### src/rtl/multi_channel_soft_pwm_timer_assert.svh
// assertion macros shared by the rtl
`ifndef MULTI_CHANNEL_SOFT_PWM_TIMER_ASSERT_SVH
`define MULTI_CHANNEL_SOFT_PWM_TIMER_ASSERT_SVH

// condition implies consequence in the same cycle
`define MCSPT_ASSERT_SAME(label, clk, rst_n, cond, cons) \
    label: assert property (@(posedge clk) disable iff (!rst_n) (cond) |-> (cons)) \
        else $error("mcspt assertion failed");

// condition implies consequence in the next cycle
`define MCSPT_ASSERT_NEXT(label, clk, rst_n, cond, cons) \
    label: assert property (@(posedge clk) disable iff (!rst_n) (cond) |=> (cons)) \
        else $error("mcspt assertion failed");

`endif

### src/rtl/mcspt_pkg.sv
`default_nettype none

package mcspt_pkg;

    localparam int CHANNELS = 8;
    localparam int CH_W     = 3;
    localparam int VAL_W    = 32;
    localparam int EV_W     = 8;
    localparam int IN_DATA_W  = 40;
    localparam int OUT_DATA_W = 32;

    localparam logic [VAL_W-1:0] COUNT_MAX = {VAL_W{1'b1}};
    localparam logic [VAL_W-1:0] REPEAT_LAST = VAL_W'(1);

    typedef enum logic [2:0] {
        CMD_TICK        = 3'd0,
        CMD_START       = 3'd1,
        CMD_STOP        = 3'd2,
        CMD_RESTART     = 3'd3,
        CMD_SET_PERIOD  = 3'd4,
        CMD_SET_COMPARE = 3'd5,
        CMD_SET_REPEAT  = 3'd6
    } cmd_t;

endpackage

`default_nettype wire

### src/rtl/multi_channel_soft_pwm_timer.sv
// Multi-channel software PWM timer. Up to CHANNELS (8) channels each keep an
// elapsed tick count, period, compare point, repeat count, running flag and
// compare-done flag. Items arrive on the s_ stream: tuser carries the command
// (tick, start, stop, restart count, set period, set compare, set repeat) and
// tdata the channel and 32-bit value. A tick advances every running channel
// at once (saturating at all ones), flags a compare event once per period,
// and a period event when the count reaches the period; after a period event
// repeat 0 runs forever, repeat above 1 counts down and restarts, repeat 1
// stops the channel and flags it finished. Every item, tick or not, yields
// exactly one result item on the m_ stream with the three event masks and the
// running mask after the item; non-tick items report zero events. Timing: one
// item per clock sustained while m_tready is high; an accepted item passes
// through the input register, then the per-channel update logic writes the
// state and the result register in the same edge. The result register lets
// a new item be taken while an earlier result is still waiting on m_tready.
`default_nettype none

module multi_channel_soft_pwm_timer
    import mcspt_pkg::*;
(
    input  wire logic                  clk,
    input  wire logic                  rst_n,
    input  wire logic                  s_tvalid,
    output logic                       s_tready,
    // channel [2:0], value [34:3], zero [39:35]
    input  wire logic [IN_DATA_W-1:0]  s_tdata,
    // cmd [2:0]
    input  wire logic [2:0]            s_tuser,
    output logic                       m_tvalid,
    input  wire logic                  m_tready,
    // compare_events [7:0], period_events [15:8], finished_events [23:16],
    // active_mask [31:24]
    output logic [OUT_DATA_W-1:0]      m_tdata
);

    // input register stage
    logic              in_valid_reg;
    cmd_t              in_cmd_reg;
    logic [CH_W-1:0]   in_chan_reg;
    logic [VAL_W-1:0]  in_value_reg;

    // result register stage
    logic                   out_valid_reg;
    logic [OUT_DATA_W-1:0]  out_data_reg;

    // per-channel state
    logic [VAL_W-1:0]  elapsed_reg [CHANNELS];
    logic [VAL_W-1:0]  period_reg  [CHANNELS];
    logic [VAL_W-1:0]  compare_reg [CHANNELS];
    logic [VAL_W-1:0]  repeat_reg  [CHANNELS];
    logic [CHANNELS-1:0] running_reg;
    logic [CHANNELS-1:0] done_reg;

    logic [VAL_W-1:0]  elapsed_next [CHANNELS];
    logic [VAL_W-1:0]  period_next  [CHANNELS];
    logic [VAL_W-1:0]  compare_next [CHANNELS];
    logic [VAL_W-1:0]  repeat_next  [CHANNELS];
    logic [CHANNELS-1:0] running_next;
    logic [CHANNELS-1:0] done_next;

    logic [CHANNELS-1:0] cmp_vec;
    logic [CHANNELS-1:0] per_vec;
    logic [CHANNELS-1:0] fin_vec;

    logic advance;
    logic s_accept;

    // the item in the input register moves on when the result slot is free
    // or is being emptied in this cycle
    assign advance  = in_valid_reg && (!out_valid_reg || m_tready);
    assign s_tready = !in_valid_reg || advance;
    assign s_accept = s_tvalid && s_tready;

    assign m_tvalid = out_valid_reg;
    assign m_tdata  = out_data_reg;

    always_ff @(posedge clk or negedge rst_n)
    begin
        if (!rst_n)
        begin
            in_valid_reg <= 1'b0;
        end
        else if (s_accept)
        begin
            in_valid_reg <= 1'b1;
        end
        else if (advance)
        begin
            in_valid_reg <= 1'b0;
        end
    end

    always_ff @(posedge clk)
    begin
        if (s_accept)
        begin
            in_cmd_reg   <= cmd_t'(s_tuser);
            in_chan_reg  <= s_tdata[CH_W-1:0];
            in_value_reg <= s_tdata[CH_W+VAL_W-1:CH_W];
        end
    end

    // per-channel update, all channels side by side
    for (genvar c = 0; c < CHANNELS; c++)
    begin : g_chan
        logic [VAL_W-1:0] el_inc;
        logic             sel;
        logic             cmp_hit;
        logic             per_hit;

        assign sel    = (in_chan_reg == CH_W'(c));
        // saturating increment
        assign el_inc = (elapsed_reg[c] == COUNT_MAX) ? elapsed_reg[c]
                                                      : elapsed_reg[c] + VAL_W'(1);
        assign cmp_hit = running_reg[c] && !done_reg[c] && (el_inc >= compare_reg[c]);
        assign per_hit = running_reg[c] && (el_inc >= period_reg[c]);

        always_comb
        begin
            elapsed_next[c] = elapsed_reg[c];
            period_next[c]  = period_reg[c];
            compare_next[c] = compare_reg[c];
            repeat_next[c]  = repeat_reg[c];
            running_next[c] = running_reg[c];
            done_next[c]    = done_reg[c];
            cmp_vec[c]      = 1'b0;
            per_vec[c]      = 1'b0;
            fin_vec[c]      = 1'b0;
            case (in_cmd_reg)
                CMD_TICK:
                begin
                    if (running_reg[c])
                    begin
                        elapsed_next[c] = el_inc;
                        cmp_vec[c]      = cmp_hit;
                        if (cmp_hit)
                        begin
                            done_next[c] = 1'b1;
                        end
                        if (per_hit)
                        begin
                            per_vec[c]   = 1'b1;
                            done_next[c] = 1'b0;
                            if (repeat_reg[c] == REPEAT_LAST)
                            begin
                                // last repeat: stop, count stays where it got to
                                running_next[c] = 1'b0;
                                fin_vec[c]      = 1'b1;
                            end
                            else
                            begin
                                if (repeat_reg[c] > REPEAT_LAST)
                                begin
                                    repeat_next[c] = repeat_reg[c] - VAL_W'(1);
                                end
                                elapsed_next[c] = '0;
                            end
                        end
                    end
                end
                CMD_START:
                begin
                    if (sel)
                    begin
                        elapsed_next[c] = '0;
                        done_next[c]    = 1'b0;
                        running_next[c] = 1'b1;
                    end
                end
                CMD_STOP:
                begin
                    if (sel)
                    begin
                        running_next[c] = 1'b0;
                    end
                end
                CMD_RESTART:
                begin
                    if (sel)
                    begin
                        elapsed_next[c] = '0;
                    end
                end
                CMD_SET_PERIOD:
                begin
                    if (sel)
                    begin
                        period_next[c] = in_value_reg;
                    end
                end
                CMD_SET_COMPARE:
                begin
                    if (sel)
                    begin
                        compare_next[c] = in_value_reg;
                    end
                end
                CMD_SET_REPEAT:
                begin
                    if (sel)
                    begin
                        repeat_next[c] = in_value_reg;
                    end
                end
                default:
                begin
                    // unused command code: no change
                end
            endcase
        end

        always_ff @(posedge clk or negedge rst_n)
        begin
            if (!rst_n)
            begin
                elapsed_reg[c] <= '0;
                period_reg[c]  <= '0;
                compare_reg[c] <= '0;
                repeat_reg[c]  <= '0;
                running_reg[c] <= 1'b0;
                done_reg[c]    <= 1'b0;
            end
            else if (advance)
            begin
                elapsed_reg[c] <= elapsed_next[c];
                period_reg[c]  <= period_next[c];
                compare_reg[c] <= compare_next[c];
                repeat_reg[c]  <= repeat_next[c];
                running_reg[c] <= running_next[c];
                done_reg[c]    <= done_next[c];
            end
        end
    end

    // result register
    always_ff @(posedge clk or negedge rst_n)
    begin
        if (!rst_n)
        begin
            out_valid_reg <= 1'b0;
        end
        else if (advance)
        begin
            out_valid_reg <= 1'b1;
        end
        else if (m_tready)
        begin
            out_valid_reg <= 1'b0;
        end
    end

    always_ff @(posedge clk)
    begin
        if (advance)
        begin
            out_data_reg <= {EV_W'(running_next), EV_W'(fin_vec),
                             EV_W'(per_vec), EV_W'(cmp_vec)};
        end
    end

    // views used by the checks below
    logic                    in_stall;
    logic                    adv_non_tick;
    logic [CH_W+VAL_W-1:0]   in_held;
    logic [3*EV_W-1:0]       res_events;
    logic [EV_W-1:0]         res_per;
    logic [EV_W-1:0]         res_fin;
    logic [EV_W-1:0]         res_act;

    assign in_stall     = in_valid_reg && !advance;
    assign adv_non_tick = advance && (in_cmd_reg != CMD_TICK);
    assign in_held      = {in_value_reg, in_chan_reg};
    assign res_events   = out_data_reg[3*EV_W-1:0];
    assign res_per      = out_data_reg[2*EV_W-1:EV_W];
    assign res_fin      = out_data_reg[3*EV_W-1:2*EV_W];
    assign res_act      = out_data_reg[4*EV_W-1:3*EV_W];

`include "multi_channel_soft_pwm_timer_assert.svh"

    // a stalled input item stays put until the result slot frees up
    `MCSPT_ASSERT_NEXT(a_in_hold, clk, rst_n, in_stall, in_valid_reg && $stable(in_held))
    // finishing only happens on a period end
    `MCSPT_ASSERT_SAME(a_fin_in_period, clk, rst_n, out_valid_reg, (res_fin & ~res_per) == '0)
    // a finished channel is no longer running
    `MCSPT_ASSERT_SAME(a_fin_stopped, clk, rst_n, out_valid_reg, (res_fin & res_act) == '0)
    // commands other than tick report no events
    `MCSPT_ASSERT_NEXT(a_no_ev_cmd, clk, rst_n, adv_non_tick, res_events == '0)

endmodule

`default_nettype wire

### config.mk
export PLATFORM = sky130hd
export DESIGN_NAME = multi_channel_soft_pwm_timer
export DESIGN_NICKNAME = d
export VERILOG_FILES = /design/src/rtl/mcspt_pkg.sv /design/src/rtl/multi_channel_soft_pwm_timer.sv
export VERILOG_INCLUDE_DIRS = /design/src /design/src/rtl
export SDC_FILE = /design/constraint.sdc
export NUM_CORES = 2
export LEC_CHECK = 0
export BUFFER_PORTS_ARGS = -buffer_cell sky130_fd_sc_hd__clkbuf_2
export CAP_MARGIN = 20
export CORE_UTILIZATION = 50
export DETAILED_ROUTE_END_ITERATION = 10
export PLACE_DENSITY = 0.66
export SYNTH_ARGS = -nofsm -noshare
export SYNTH_HDL_FRONTEND = slang
export SYNTH_SLANG_ARGS = --single-unit
### constraint.sdc
create_clock -name clk -period 5.1 [get_ports clk]
set_input_delay 0.765 -clock clk [delete_from_list [all_inputs] [get_ports clk]]
set_output_delay 0.765 -clock clk [all_outputs]
set_load 0.01 [all_outputs]
==> impl_metrics.json <==
{
  "status": "complete, no violations",
  "synth_mux_area_frac": 0.00734,
  "cts-root-buf": "clkbuf_16",
  "synthXorXnorAreaFrac": 0.0281,
  "synth_nets": 8265,
  "cts_tree": "built",
  "grt.total_usage": 0.313,
  "hpwl_um": 147000,
  "p_per_area_nw_per_um2": 356,
  "dp_cells": 9359,
  "antenna_found_initial": 17,
  "worstPathArrival_ns": 5.59,
  "use_met1": 0.429,
  "instances_no_fill": 9606,
  "first_pass_iters": 6,
  "clkPwrFrac": 0.366,
  "p_int_uw": 18200,
  "htree_num_levels": 4,
  "critPathRequiredTime_ns": 5.76,
  "layout_common_cells": "1041 x dfrtp_1, 952 x nand2_1, 946 x o21ai_0, 603 x inv_1, 536 x ha_1",
  "die-height_um": 367,
  "clk_path_buf_depth": 3,
  "yosys.area_share.simple": 0.184,
  "wire_per_inst_um": 22.2,
  "synth_seq_area_share": 0.423,
  "die_w_um": 367,
  "synth-seq-cells": 1112,
  "start_util": 0.505,
  "irDropWorstVdd_mv": 0.313,
  "switching_power_uw": 8490,
  "cp_slowest_cell": "or4_1",
  "slowest_delay_ns": 0.56,
  "synthArstFlopShare": 0.937,
  "cpMostUsedCell": "nand3_1",
  "grt-busiest-layer": "met2",
  "relSlewSlack": 0.188,
  "crit_chain": "nand3_1, nor3_1, nand3_1, or3_1, and3_1, xor2_1, ha_1, nand4_1, or4_1, o32ai_2, o21ai_2, o41a_1, o21a_1, buf_4, a31o_2",
  "synth_cells": 7682,
  "numPortBuffers": 75,
  "netlist_area_sq_um": 66700,
  "min_path_type": "in2async",
  "synth-edff-count": 70,
  "rows": 133,
  "io_pins": 81,
  "crit_family": "simple AND/OR/NAND/NOR gates",
  "max_freq_mhz": 203,
  "swShare": 0.318,
  "grt_max_degree": 148,
  "criticalPathCategory": "reg2reg",
  "use_met2": 0.478,
  "dr.first_iter.drc_count": 6141,
  "cts_made_buffers": 132,
  "synthAdderAreaFrac": 0.101,
  "fin_skew_ns": 0.0468,
  "cp-start-kind": "register",
  "power_frac_seq": 0.425,
  "path_clk_slew_ns": 0.06,
  "timing.rr.end": "elapsed_reg[226]",
  "cp-end-kind": "register",
  "reg2reg_from": "elapsed_reg[244]",
  "synth_cell_type_count": 98,
  "fin_crit_ns": 4.93,
  "synth_compound_area_frac": 0.200,
  "max_cap_viol_count": 0,
  "die_area_sq_um": 135000,
  "diodes": 0,
  "layout_commonest_cell": "dfrtp_1",
  "r2r_setup_slack_ns": 0.17,
  "synth_top_family_by_area": "compound AO/OA/AOI/OAI gates",
  "reg2reg_depth": 15,
  "critPathMaxFanout": 11,
  "use_met3": 0.0574,
  "worst_pin_slew_ns": 1.21,
  "route.vias.total": 58700,
  "p_leak_uw": 0.0355,
  "yosysWarnings": 0,
  "pwr-share-comb": 0.209,
  "grt_pass1_vias": 55800,
  "drive_above_1_share": 0.0880,
  "min_period_over_period": 0.966,
  "route.detailed.drc": 0,
  "coreArea_sq_um": 132000,
  "wl_um": 213000,
  "synth.avg_cell_area_sq_um": 8.68,
  "final_nets": 8331,
  "slew_violations": 0,
  "grt_pass1_wl_um": 328000,
  "setup_viol": 0,
  "overflow": 0,
  "gp_congestion": 0.925,
  "fillers": 11700,
  "hold_viol": 0,
  "ys.flop_type": "dfrtp_1",
  "worstSkewPairLatency_ns": 0.79,
  "syn_to_final_growth_pct": 12.4,
  "cp_num_buf_inv": 1,
  "finalSetupTns_ns": 0,
  "final_antenna_net_count": 0,
  "viasPerCell": 6.11,
  "clkSinkCount": 1112
}
==> through the flow <==
stage | util | total power (uW) | hold slack, ns | worst slack [ns] | area (sq um)
after CTS | 0.566 | 26800 | 0.0867 | 0.0319 | 74600
after global placement | 0.532 | 16700 | 0.472 | -0.000654 | 70100
after global routing | 0.568 | 28100 | 0.124 | -0.0186 | 75000
final | 0.568 | 26700 | 0.0839 | 0.174 | 75000
after floorplan | - | 15000 | 0.450 | 0.591 | 66700
after detailed placement | 0.532 | 16900 | 0.474 | -0.0376 | 70200
==> worst reg2reg max path, delay by kind of cell, from the launching register on <==
| family | cells | cell delay (ns) |
|---|---|---|
| buffers and inverters | 1 | 0.24 |
| and+or+nand+nor | 7 | 2.02 |
| adders and majority gates | 1 | 0.33 |
| AOI/OAI and AO/OA | 5 | 1.57 |
| xor gates and xnor gates | 1 | 0.17 |
| DFF | 1 | 0.45 |
==> power by group through the flow <==
stage / logic [uW] / registers (uW) / clock network [uW]
3_5_place_dp: 5460 / 11500 / 0
5_1_grt: 6320 / 11500 / 10300
6_report: 5570 / 11400 / 9770
4_1_cts: 5520 / 11300 / 9910
2_1_floorplan: 3840 / 11200 / 0
3_3_place_gp: 5250 / 11400 / 0
==> synthesized netlist by cell type (18+ instances only) <==
cell	n	area [sq um]
nor3b_1	34	255
nand4_1	148	926
xnor2_1	139	1220
nand3b_1	21	158
or2_2	31	194
ha_1	536	6710
o22a_1	75	657
nor3_1	186	931
clkbuf_1	361	1360
nand2b_1	34	213
nor2_1	519	1950
or4_1	23	173
dfrtp_1	1042	26100
nor4_1	85	532
o31ai_1	45	338
and3_1	93	582
mux2_2	23	259
mux2i_1	23	230
o22ai_1	20	125
a211o_1	18	158
a21oi_1	439	2200
and4_1	40	350
a22o_1	80	701
a31oi_1	142	888
a32o_1	18	180
inv_1	604	2270
or3_1	67	419
o21ai_0	946	4730
nand2_1	952	3570
and2_1	65	407
buf_2	22	110
nand3_1	217	1090
a211oi_1	34	255
nor2b_1	21	131
xor2_1	75	657
edfxtp_1	70	2100
o211ai_1	33	248
a21o_1	103	773
o21a_1	25	188
==> cell families after synthesis <==
| kind of cell | Yosys count |
|---|---|
| multiplexers | 46 |
| AO/OA/AOI/OAI | 2187 |
| adder cells (fa/ha/maj) | 536 |
| AND/OR/NAND/NOR | 2583 |
| flip-flops | 1112 |
| XOR/XNOR | 214 |
| buffers and inverters | 1004 |
==> per-layer routing <==
layer	vias to the layer above	routed length, um
met5	-	40
met4	6	10500
met3	491	17900
met2	2340	93800
met1	28400	90800
li1	27400	-
==> layout make-up <==
class	instances	area, sq um	share of cell area
sequential	1112	28200	0.376
timing repair buffer	331	2760	0.0368
inverter	605	2270	0.0303
clock buffer	189	3840	0.0513
multi-input combinational	5566	35100	0.469
clock inverter	48	593	0.00791
tap	1755	2200	0.0293
==> how the worst max path moves through the flow <==
stage / slack, ns / cells after the start / end / start
CTS: 0.03 / 15 / repeat_reg[253] / elapsed_reg[228]
detailed placement: -0.04 / 15 / repeat_reg[253] / elapsed_reg[228]
global route: -0.02 / 19 / elapsed_reg[43] / elapsed_reg[39]
finish: 0.17 / 15 / elapsed_reg[226] / elapsed_reg[244]
global placement: -0.0007 / 16 / repeat_reg[65] / elapsed_reg[73]
floorplan: 0.59 / 17 / repeat_reg[253] / elapsed_reg[248]
==> repair_timing <==
action                                  CTS  global route
endpoints found under the setup margin   20           301
resized for setup                         4            44
cloned                                    0             0
hold buffers                              0             0
pin swaps                                 0             6
setup buffers                             0             6
hold endpoints to repair                  0             0
No activity file was read; power rests on OpenSTA's default activity.
